## config.mk

```make
export PLATFORM = sky130hd
export DESIGN_NAME = optimal_page_replacement_sim
export DESIGN_NICKNAME = d
export VERILOG_FILES = /design/src/rtl/opr_pkg.sv /design/src/rtl/opr_ctrl.sv /design/src/rtl/opr_dp.sv /design/src/rtl/optimal_page_replacement_sim.sv
export SDC_FILE = /design/constraint.sdc
export NUM_CORES = 2
export LEC_CHECK = 0
export ABC_AREA = 1
export BUFFER_PORTS_ARGS = -buffer_cell sky130_fd_sc_hd__buf_4
export CORE_MARGIN = 3
export CORE_UTILIZATION = 55
export DETAILED_ROUTE_END_ITERATION = 10
export PLACE_DENSITY_LB_ADDON = 0.25
export SYNTH_ARGS = -nofsm -noshare
export SYNTH_HDL_FRONTEND = slang
export SYNTH_HIERARCHICAL = 1
export SYNTH_SLANG_ARGS = --single-unit
```

## constraint.sdc

```tcl
create_clock -name aclk -period 3.8 [get_ports aclk]
set_clock_uncertainty 0.05 [all_clocks]
set_input_delay 0.38 -clock aclk [delete_from_list [all_inputs] [get_ports aclk]]
set_output_delay 0.38 -clock aclk [all_outputs]
set_load 0.05 [all_outputs]
```

## src/rtl/opr_pkg.sv

```systemverilog
// Shared types and constants of the optimal page replacement simulator.
package opr_pkg;

    // Default sizes of the reference store and the frame set.
    localparam int DEF_MAX_REFS   = 256;
    localparam int DEF_MAX_FRAMES = 16;

    // Field widths of the channels and the register.
    localparam int PAGE_W   = 8;
    localparam int COUNT_W  = 9;
    localparam int FC_W     = 5;
    localparam int S_DATA_W = 8;
    localparam int M_DATA_W = 24;

    localparam logic [FC_W-1:0] FC_RESET = 5'd4;

    // Controller states.
    typedef enum logic [2:0] {
        ST_LOAD,
        ST_FETCH,
        ST_CHECK,
        ST_SCAN_RD,
        ST_SCAN_CMP,
        ST_FINISH
    } opr_state_t;

    // Commands from the controller to the datapath.
    typedef struct packed {
        logic accept;
        logic rd_cur;
        logic check;
        logic rd_scan;
        logic scan_cmp;
        logic replace_unfound;
        logic next_ref;
        logic finish;
    } opr_cmd_t;

    // Status from the datapath to the controller.
    typedef struct packed {
        logic hit;
        logic has_empty;
        logic cur_last;
        logic scan_end;
        logic all_found;
        logic out_free;
    } opr_status_t;

endpackage

```

## src/rtl/opr_ctrl.sv

```systemverilog
// Controller state machine that sequences loading and the replacement simulation.
module opr_ctrl (
    input  logic                aclk,
    input  logic                aresetn,
    input  logic                in_valid,
    input  logic                in_last,
    input  opr_pkg::opr_status_t st,
    output logic                in_ready,
    output opr_pkg::opr_cmd_t   cmd
);
    import opr_pkg::*;

    opr_state_t state_reg;
    opr_state_t state_next;
    logic       ref_done_next_state;

    // State register.
    always_ff @(posedge aclk) begin
        if (!aresetn) begin
            state_reg <= ST_LOAD;
        end else begin
            state_reg <= state_next;
        end
    end

    // After a reference is resolved, go to the next one or deliver the result.
    assign ref_done_next_state = st.cur_last;

    // Next state.
    always_comb begin
        state_next = state_reg;
        case (state_reg)
            ST_LOAD: begin
                if (in_valid && in_last) begin
                    state_next = ST_FETCH;
                end
            end
            ST_FETCH: begin
                state_next = ST_CHECK;
            end
            ST_CHECK: begin
                if (st.hit || st.has_empty) begin
                    state_next = ref_done_next_state ? ST_FINISH : ST_FETCH;
                end else begin
                    state_next = ST_SCAN_RD;
                end
            end
            ST_SCAN_RD: begin
                if (st.scan_end) begin
                    state_next = ref_done_next_state ? ST_FINISH : ST_FETCH;
                end else begin
                    state_next = ST_SCAN_CMP;
                end
            end
            ST_SCAN_CMP: begin
                if (st.all_found) begin
                    state_next = ref_done_next_state ? ST_FINISH : ST_FETCH;
                end else begin
                    state_next = ST_SCAN_RD;
                end
            end
            ST_FINISH: begin
                if (st.out_free) begin
                    state_next = ST_LOAD;
                end
            end
            default: begin
                state_next = ST_LOAD;
            end
        endcase
    end

    // Outputs.
    always_comb begin
        cmd      = '0;
        in_ready = 1'b0;
        case (state_reg)
            ST_LOAD: begin
                in_ready   = 1'b1;
                cmd.accept = in_valid;
            end
            ST_FETCH: begin
                cmd.rd_cur = 1'b1;
            end
            ST_CHECK: begin
                cmd.check    = 1'b1;
                cmd.next_ref = st.hit || st.has_empty;
            end
            ST_SCAN_RD: begin
                cmd.rd_scan         = !st.scan_end;
                cmd.replace_unfound = st.scan_end;
                cmd.next_ref        = st.scan_end;
            end
            ST_SCAN_CMP: begin
                cmd.scan_cmp = 1'b1;
                cmd.next_ref = st.all_found;
            end
            ST_FINISH: begin
                cmd.finish = st.out_free;
            end
            default: begin
                cmd = '0;
            end
        endcase
    end

endmodule

```

## src/rtl/opr_dp.sv

```systemverilog
// Datapath: reference store, page frames, counters and the result register.
module opr_dp #(
    parameter int MAX_REFS   = opr_pkg::DEF_MAX_REFS,
    parameter int MAX_FRAMES = opr_pkg::DEF_MAX_FRAMES
) (
    input  logic                          aclk,
    input  logic                          aresetn,
    input  opr_pkg::opr_cmd_t             cmd,
    input  logic [opr_pkg::PAGE_W-1:0]    in_page,
    input  logic                          cfg_wr_en,
    input  logic [opr_pkg::FC_W-1:0]      cfg_wr_data,
    input  logic                          out_ready,
    output opr_pkg::opr_status_t          st,
    output logic                          out_valid,
    output logic [opr_pkg::M_DATA_W-1:0]  out_data
);
    import opr_pkg::*;

    localparam int ADDR_W = (MAX_REFS > 1) ? $clog2(MAX_REFS) : 1;
    localparam int LEN_W  = $clog2(MAX_REFS + 1);
    localparam int FIDX_W = (MAX_FRAMES > 1) ? $clog2(MAX_FRAMES) : 1;
    localparam int NF_W   = $clog2(MAX_FRAMES + 1);
    localparam int CMP_W  = (NF_W > FC_W) ? NF_W : FC_W;
    localparam int PAD_W  = M_DATA_W - 2 * COUNT_W - 1;

    // Reference store.
    logic [PAGE_W-1:0] ref_mem [MAX_REFS];
    logic [PAGE_W-1:0] rd_data_reg;
    logic [ADDR_W-1:0] rd_addr;

    // Run state.
    logic [LEN_W-1:0]   len_reg;
    logic [LEN_W-1:0]   i_reg;
    logic [LEN_W-1:0]   k_reg;
    logic [COUNT_W-1:0] hits_reg;
    logic [COUNT_W-1:0] misses_reg;
    logic               dropped_reg;
    logic [FC_W-1:0]    fc_reg;
    logic [PAGE_W-1:0]  cur_page_reg;

    // Frames.
    logic [PAGE_W-1:0]     frame_pages_reg [MAX_FRAMES];
    logic [MAX_FRAMES-1:0] frame_valid_reg;
    logic [MAX_FRAMES-1:0] found_reg;

    // Result register.
    logic                out_valid_reg;
    logic [M_DATA_W-1:0] out_data_reg;

    // Derived values.
    logic [CMP_W-1:0]      fc_ext;
    logic [CMP_W-1:0]      nf;
    logic [MAX_FRAMES-1:0] use_mask;
    logic [MAX_FRAMES-1:0] hit_vec;
    logic [MAX_FRAMES-1:0] empty_vec;
    logic [MAX_FRAMES-1:0] match_vec;
    logic [MAX_FRAMES-1:0] unfound_vec;
    logic [FIDX_W-1:0]     empty_idx;
    logic [FIDX_W-1:0]     match_idx;
    logic [FIDX_W-1:0]     unfound_idx;
    logic                  store_full;
    logic [LEN_W-1:0]      i_plus1;

    // Frame write port.
    logic              fr_we;
    logic              fr_set_valid;
    logic [FIDX_W-1:0] fr_widx;
    logic [PAGE_W-1:0] fr_wdata;

    // Frames in use: a zero count means one frame, large counts are clamped.
    assign fc_ext = CMP_W'(fc_reg);
    always_comb begin
        if (fc_ext == '0) begin
            nf = CMP_W'(1);
        end else if (fc_ext > CMP_W'(MAX_FRAMES)) begin
            nf = CMP_W'(MAX_FRAMES);
        end else begin
            nf = fc_ext;
        end
    end

    // Per-frame compares against the page just read from the store.
    always_comb begin
        for (int j = 0; j < MAX_FRAMES; j++) begin
            use_mask[j]    = CMP_W'(j) < nf;
            hit_vec[j]     = use_mask[j] && frame_valid_reg[j]
                             && (frame_pages_reg[j] == rd_data_reg);
            empty_vec[j]   = use_mask[j] && !frame_valid_reg[j];
            match_vec[j]   = use_mask[j] && (frame_pages_reg[j] == rd_data_reg);
            unfound_vec[j] = use_mask[j] && !found_reg[j];
        end
    end

    // Lowest empty frame, the matching frame, and the highest unfound frame.
    always_comb begin
        empty_idx   = '0;
        match_idx   = '0;
        unfound_idx = '0;
        for (int j = MAX_FRAMES - 1; j >= 0; j--) begin
            if (empty_vec[j]) begin
                empty_idx = FIDX_W'(j);
            end
        end
        for (int j = 0; j < MAX_FRAMES; j++) begin
            if (match_vec[j]) begin
                match_idx = FIDX_W'(j);
            end
            if (unfound_vec[j]) begin
                unfound_idx = FIDX_W'(j);
            end
        end
    end

    assign store_full = (len_reg == LEN_W'(MAX_REFS));
    assign i_plus1    = LEN_W'(i_reg + LEN_W'(1));

    // Status back to the controller.
    always_comb begin
        st.hit       = |hit_vec;
        st.has_empty = |empty_vec;
        st.cur_last  = (i_plus1 == len_reg);
        st.scan_end  = (k_reg == len_reg);
        st.all_found = (((found_reg | match_vec) & use_mask) == use_mask);
        st.out_free  = !out_valid_reg || out_ready;
    end

    // Store read address: the current reference or the one under scan.
    assign rd_addr = cmd.rd_cur ? i_reg[ADDR_W-1:0] : k_reg[ADDR_W-1:0];

    // Reference store, one write and one registered read port.
    always_ff @(posedge aclk) begin
        if (cmd.accept && !store_full) begin
            ref_mem[len_reg[ADDR_W-1:0]] <= in_page;
        end
        if (cmd.rd_cur || cmd.rd_scan) begin
            rd_data_reg <= ref_mem[rd_addr];
        end
    end

    // Frame write selection: fill an empty frame or replace the victim.
    always_comb begin
        fr_we        = 1'b0;
        fr_set_valid = 1'b0;
        fr_widx      = empty_idx;
        fr_wdata     = cur_page_reg;
        if (cmd.check && !st.hit && st.has_empty) begin
            fr_we        = 1'b1;
            fr_set_valid = 1'b1;
            fr_wdata     = rd_data_reg;
        end else if (cmd.scan_cmp && st.all_found) begin
            fr_we   = 1'b1;
            fr_widx = match_idx;
        end else if (cmd.replace_unfound) begin
            fr_we   = 1'b1;
            fr_widx = unfound_idx;
        end
    end

    // Frame pages carry no reset; they are read only while valid.
    always_ff @(posedge aclk) begin
        if (fr_we) begin
            frame_pages_reg[fr_widx] <= fr_wdata;
        end
    end

    // Current page of a miss, kept for the replacement after the scan.
    always_ff @(posedge aclk) begin
        if (cmd.check) begin
            cur_page_reg <= rd_data_reg;
        end
    end

    // Frame count register.
    always_ff @(posedge aclk) begin
        if (!aresetn) begin
            fc_reg <= FC_RESET;
        end else if (cfg_wr_en) begin
            fc_reg <= cfg_wr_data;
        end
    end

    // Run control: length, positions, counters, valid and found bits.
    always_ff @(posedge aclk) begin
        if (!aresetn || cmd.finish) begin
            len_reg         <= '0;
            i_reg           <= '0;
            k_reg           <= '0;
            hits_reg        <= '0;
            misses_reg      <= '0;
            dropped_reg     <= 1'b0;
            frame_valid_reg <= '0;
            found_reg       <= '0;
        end else begin
            if (cmd.accept) begin
                if (store_full) begin
                    dropped_reg <= 1'b1;
                end else begin
                    len_reg <= LEN_W'(len_reg + LEN_W'(1));
                end
            end
            if (cmd.check) begin
                if (st.hit) begin
                    hits_reg <= COUNT_W'(hits_reg + COUNT_W'(1));
                end else begin
                    misses_reg <= COUNT_W'(misses_reg + COUNT_W'(1));
                end
                k_reg     <= i_plus1;
                found_reg <= '0;
            end
            if (cmd.scan_cmp) begin
                found_reg <= found_reg | match_vec;
                k_reg     <= LEN_W'(k_reg + LEN_W'(1));
            end
            if (fr_set_valid) begin
                frame_valid_reg[fr_widx] <= 1'b1;
            end
            if (cmd.next_ref) begin
                i_reg <= i_plus1;
            end
        end
    end

    // Result register: loaded at the end of a run, held until taken.
    always_ff @(posedge aclk) begin
        if (!aresetn) begin
            out_valid_reg <= 1'b0;
        end else if (cmd.finish) begin
            out_valid_reg <= 1'b1;
        end else if (out_ready) begin
            out_valid_reg <= 1'b0;
        end
    end

    always_ff @(posedge aclk) begin
        if (cmd.finish) begin
            out_data_reg <= {{PAD_W{1'b0}}, dropped_reg, misses_reg, hits_reg};
        end
    end

    assign out_valid = out_valid_reg;
    assign out_data  = out_data_reg;

endmodule

```

## src/rtl/optimal_page_replacement_sim.sv

```systemverilog
// Top level of the optimal page replacement simulator.
//
// The slave channel takes one page reference per item: the page number in
// s_tdata, and s_tlast marks the final reference of a string. While loading,
// one item is taken every cycle. References past MAX_REFS are dropped and
// set the overflow bit of the result.
// After the final item the block stops taking input and simulates optimal
// replacement over the stored string. Each reference takes a store read and
// then a frame compare. A miss with all frames occupied adds a forward scan,
// a store read and a compare per later reference, ending as soon as the next
// use of every frame is known, or with a replacement step at the string end.
// The one store read port sets this pace. The result is loaded into the
// master register once that is free, and input resumes with that load.
// The master channel gives one item per string: hit count, miss count and
// overflow. The result register holds its item while m_tready is low; a
// following string is loaded meanwhile, and only its own result waits.
// cfg_wr_en writes the frame count at any idle time; it is kept across runs.
// Reset clears all run state, empties the frames and sets four frames.
module optimal_page_replacement_sim #(
    parameter int MAX_REFS   = opr_pkg::DEF_MAX_REFS,
    parameter int MAX_FRAMES = opr_pkg::DEF_MAX_FRAMES
) (
    input  logic                          aclk,
    input  logic                          aresetn,
    // Reference channel.
    input  logic                          s_tvalid,
    output logic                          s_tready,
    input  logic [opr_pkg::S_DATA_W-1:0]  s_tdata,   // [7:0] page
    input  logic                          s_tlast,   // last_ref
    // Result channel.
    output logic                          m_tvalid,
    input  logic                          m_tready,
    output logic [opr_pkg::M_DATA_W-1:0]  m_tdata,   // [8:0] hit_count,
                                                     // [17:9] miss_count,
                                                     // [18] overflow
    // Frame count register.
    input  logic                          cfg_wr_en,
    input  logic [opr_pkg::FC_W-1:0]      cfg_wr_data
);
    import opr_pkg::*;

    opr_cmd_t    cmd;
    opr_status_t st;

    // Controller.
    opr_ctrl u_ctrl (
        .aclk     (aclk),
        .aresetn  (aresetn),
        .in_valid (s_tvalid),
        .in_last  (s_tlast),
        .st       (st),
        .in_ready (s_tready),
        .cmd      (cmd)
    );

    // Datapath.
    opr_dp #(
        .MAX_REFS   (MAX_REFS),
        .MAX_FRAMES (MAX_FRAMES)
    ) u_dp (
        .aclk        (aclk),
        .aresetn     (aresetn),
        .cmd         (cmd),
        .in_page     (s_tdata[PAGE_W-1:0]),
        .cfg_wr_en   (cfg_wr_en),
        .cfg_wr_data (cfg_wr_data),
        .out_ready   (m_tready),
        .st          (st),
        .out_valid   (m_tvalid),
        .out_data    (m_tdata)
    );

endmodule

```

# == After elaboration in Yosys (flattened, before gate mapping) ==
# Memories as Yosys holds them, arrays and structs flattened. A register that Yosys moved wholly into a read port is not among the register bits.
# Cells that the tools add are included.
# op_classes
mul,0
bitwise_logic,5
n_reduce_logical,136
mux,85
eq_ne,27
n_div,0
order_cmp,19
shift,0
add_sub_neg,5
# op_table
cell,n
$mux 4,35
$eq 8x8->1,16
$logic_and 1x1->1,85
$add 9x1->9 const B,5
$mux 3,14
$lt 4x5->1 const A,8
$logic_not 1->1,36
$mux 16,2
$or 16x16->16,2
$reduce_or 16->1,2
$mux 1,21
$lt 3x5->1 const A,4
$eq 9x9->1,2
$mux 9,2
$pmux 3 s6,1
$and 16x16->16,1
$eq 16x16->1,1
$mux 8,2
$lt 1x5->1 const A,2
$lt 2x5->1 const A,2
$mux 5,2
$reduce_and 2->1,5
$eq 9x9->1 const B,1
$mux 2,4
other kinds (14),22
# totals
romBits,0
reg_bits,114
latchBits,0
mem_count,2
mem_bits_rw,2176
word_cells,292
# memory_table
memory,depth,width,rd,rd_ports_with_merged_regs,wr,line_no,source
u_dp.ref_mem,256,8,1,1,1,opr_dp.sv:27,logic [PAGE_W-1:0] ref_mem [MAX_REFS];
u_dp.frame_pages_reg,16,8,16,0,1,opr_dp.sv:42,logic [PAGE_W-1:0] frame_pages_reg [MAX_FRAMES];

# == Logic depth before layout (Yosys ltp) ==
# logic_depth
word_depth,29
ltp_mapped,29
depth_no_buf,27

# == By module ==
# Netlist, hierarchy kept.
# modules_own_cells
module,instances,cells_per_inst,seq_area_each_um2,area_per_inst_um2
opr_dp,1,7504,68075.3,93016.7
opr_ctrl,1,46,60.1,285.3

# == Least setup slack after synthesis ==
# No wires, ideal clock.
# synth_path
path_kind,flip-flop to flip-flop
start,reg u_dp.out_valid_reg (netlist: u_dp/out_valid)
end,reg u_dp.found_reg[2]
synth_period_minus_slack_ps,3750
slack_ps,50
path_stages_with_launch,8
setup_time_ps,128
t_arrival_ps,3572
n_path_buf,1
path_cell_list,dfxtp_1 > nand2_1 > inv_1 > nor4_1 > nor2_1 > nand2_1 > clkbuf_1 > nor2_1
# synth_lines
element,line_no,source
start: declaration,opr_dp.sv:47,logic out_valid_reg;
start signal: assignment,opr_dp.sv:226,out_valid_reg <= 1'b0;
start signal: assignment,opr_dp.sv:228,out_valid_reg <= 1'b1;
start signal: assignment,opr_dp.sv:230,out_valid_reg <= 1'b0;
end signal: assignment,opr_dp.sv:211,found_reg <= found_reg | match_vec;
end: declaration,opr_dp.sv:44,logic [MAX_FRAMES-1:0] found_reg;

==> out/results.ini <==
[status]
outcome = finished, violations left
violations = hold timing

[final_layout]
drive_gt1_share_pct = 11.7
utilization_pct = 63.4
final_nets = 7719
nFillCells = 12500
area_growth_pct = 14.0
fin_cells = 10100
fin_area_sq_um = 106000
largest_reg_flops = 2048

[floorplan]
io_pins = 45
die_w_um = 418
initial_core_util_pct = 55.6
fp-row-count = 150
die_h_um = 418
coreArea_sq_um = 168000
die_area_sq_um = 175000

[power_and_ir_drop]
p_per_area_nw_per_um2 = 535
peakVddDrop_uv = 407
p_clk_share_pct = 40.2
switchingPower_mw = 14.0
internal-power_mw = 42.9
combinationalPowerShare_pct = 10.7
swShare_pct = 24.6
pwr-share-seq_pct = 49.1
total_power_mw = 56.9
total_leakage_power_nw = 34.4

[synth]
synth_edf_count = 2211
synth.most_common_cell = edfxtp_1
ys.flop_type = edfxtp_1
syn-cell-area_sq_um = 93300
ys_warn_count = 6
yosysTopAreaCell = edfxtp_1
synth.area.top_cells = edfxtp_1 71%, o21ai_0 7.2%, nor2_1 6.7%
synth_top_area_share_pct = 71.2
ys_types = 57
netlist_top_cells_count = 2211 x edfxtp_1, 1671 x nor2_1, 1340 x o21ai_0, 520 x o22ai_1, 413 x clkbuf_1
synth.avg_cell_area_sq_um = 12.4
ys_seq_area_share_pct = 73.0
synthCells = 7550
async_reset_ff_share_pct = 0
ys_ff_latch = 2298

[place]
dp_cells = 9628
dpl_cell_area_sq_um = 97900
port-buffer-count = 39
hpwl_mm = 156
gp_congestion = 0.939

[clocking]
cts_max_level = 4
cts.sinks = 2298
cts.path.max_buffers = 3
cts_buffers = 222
cts_root_buf = clkbuf_16
clk_pin_slew_worst_paths_ps = 60
insertion_delay_ps = 890
cts_tree = done

[min_path]
hp-class = input port to register

[global_routing]
grt_max_degree = 142
antenna_found_initial = 3
gr-total-overflow = 0
grt_pass1_wl_mm = 385
grt_usage_pct = 29.3
grt_pass1_vias = 60200

[route]
vias = 63900
drtIter0Drc = 9190
final_antenna_net_count = 0
viasPerCell = 6.33
dr.pass1.iters = 6
drt_wl_total_mm = 261
drt_drc_violations_left = 0
wl_per_cell_um = 25.8

[timing]
maxSlewHeadroom_pct = 24.3
rsz0062_at_grt = true
tightest_slew_ps = 1130
final-hold-violation-count = 2
setup_viol = 0
drv_slew = 0
period_minus_slack_ps = 3700
fmax_mhz = 270
period_share_pct = 97.3
hold-worst-slack_ps = -4.88

[worst_setup_path]
worstPathArrival_ps = 4280
setup.worst_path.start_class = register
end_kind = register
crit_required_ps = 4380
crit_type = register to register
crit_fanout = 43

[run]
cap_violations = 0

[power groups by stage]
stage | logic (mW) | clock network [mW] | registers [mW]
after floorplan | 3.34 | 0 | 28.4
after global placement | 5.64 | 0 | 28.4
after detailed placement | 5.74 | 0 | 28.4
after CTS | 5.79 | 23.1 | 27.9
after global routing | 6.55 | 24.1 | 27.9
final | 6.11 | 22.9 | 27.9
[repair_timing]
item / 4_1_cts / 5_1_grt
gates resized for setup: 8 / 83
setup buffers: 0 / 19
hold buffers: 20 / 1
cloned: 0 / 4
endpoints found under the setup margin: 51 / 181
hold endpoints to repair: 113 / 8
pin swaps: 0 / 13
[metrics by stage]
step           hold WS [ps]  TNS [ps]  setup slack [ps]
2_1_floorplan           358         0              50.2
3_3_place_gp            365     -2850              -113
3_5_place_dp            364      -912             -77.5
4_1_cts                12.2         0              13.3
5_1_grt                24.7     -2300             -55.6
6_report              -4.88         0               102
[cell usage in the layout, fill, tap and decap left out, types with 9 or more instances in the layout]
cell,netlist,final
edfxtp_1,2211,2211
nor2_1,1671,1664
o21ai_0,1340,1326
o22ai_1,520,518
buf_4,6,327
nand2_1,306,290
clkbuf_16,0,226
nand3_1,174,161
inv_1,167,155
o221ai_1,124,115
dfxtp_1,87,84
a21oi_1,70,69
buf_12,0,67
xnor2_1,63,61
xor2_1,55,55
clkinv_1,3,52
nand4_1,49,49
clkinv_2,0,43
bufinv_16,0,35
clkbuf_1,413,34
nor3_1,38,32
inv_2,26,30
dlygate4sd3_1,0,21
nand2_2,7,21
nand3_2,5,18
or2_2,16,16
o21ai_1,7,15
clkinvlp_4,0,11
nor2_2,6,10
nor3_2,4,10
buf_6,17,10
nor2_4,6,9
o221ai_2,0,9
[cell type report]
type                    instances  area (sq um)  area share [%]
clock inverters               157          1840            1.73
repair inverters                1          11.3          0.0106
diodes                          4          10.0         0.00941
inverters                     196           791           0.744
clock buffers                 261          5760            5.42
repair buffers                438          4370            4.11
flip-flops and latches       2298         68100            64.1
multi-input cells            4535         22600            21.3
well taps                    2204          2760            2.59
[kinds of logic (layout without fill, tap and decap cells)]
| family | after synthesis | after routing | synth area share (%) |
|---|---|---|---|
| simple gates | 2311 | 2311 | 10.0 |
| buf+inv | 721 | 1053 | 3.15 |
| compound gates | 2092 | 2092 | 12.5 |
| other cells | 1 | 9 | 0.00402 |
| xor+xnor | 118 | 118 | 1.11 |
| mux | 1 | 1 | 0.0107 |
| flops | 2298 | 2298 | 73.0 |
| fa+ha+maj | 8 | 8 | 0.107 |
[worst max-delay path, cell delays in order, from the launching register on]
cell and delay, ps:
dfxtp_1 330, inv_1 60, nand3_1 110, inv_1 140
or2_2 350, nand2_8 180, clkinv_16 180, buf_12 230
buf_12 210, buf_12 190, o21ai_0 200, o22ai_1 120
o21ai_0 300, o221ai_1 150, nand3_1 170, nand3_1 90
nand3_1 210, nand2_1 110
[layer usage]
layer | vias to the layer above | wire [um] | GRT usage (%)
met5 | - | 16 | 0
met4 | 2 | 11100 | 12.5
met3 | 589 | 27100 | 5.65
met2 | 3739 | 120000 | 45.0
met1 | 31500 | 102000 | 41.2
li1 | 28000 | - | -
[path summary, 6_finish.rpt]
path,from,to,slack (ps),depth (start not counted)
worst max register to register,u_ctrl/state_reg[1]$_SDFFE_PN0P_,u_dp/rd_data_reg[0]$_DFFE_PP_,100,17
worst max-delay path,u_ctrl/state_reg[1]$_SDFFE_PN0P_,u_dp/rd_data_reg[0]$_DFFE_PP_,100,17
worst min-delay path,s_tdata[5],u_dp/ref_mem[115][5]$_DFFE_PP_,-5,1
worst min register to register,u_dp/hits_reg[6]$_SDFFE_PP0P_,u_dp/out_data[6]$_DFFE_PP_,380,0
(Power assumes the default switching activity.)
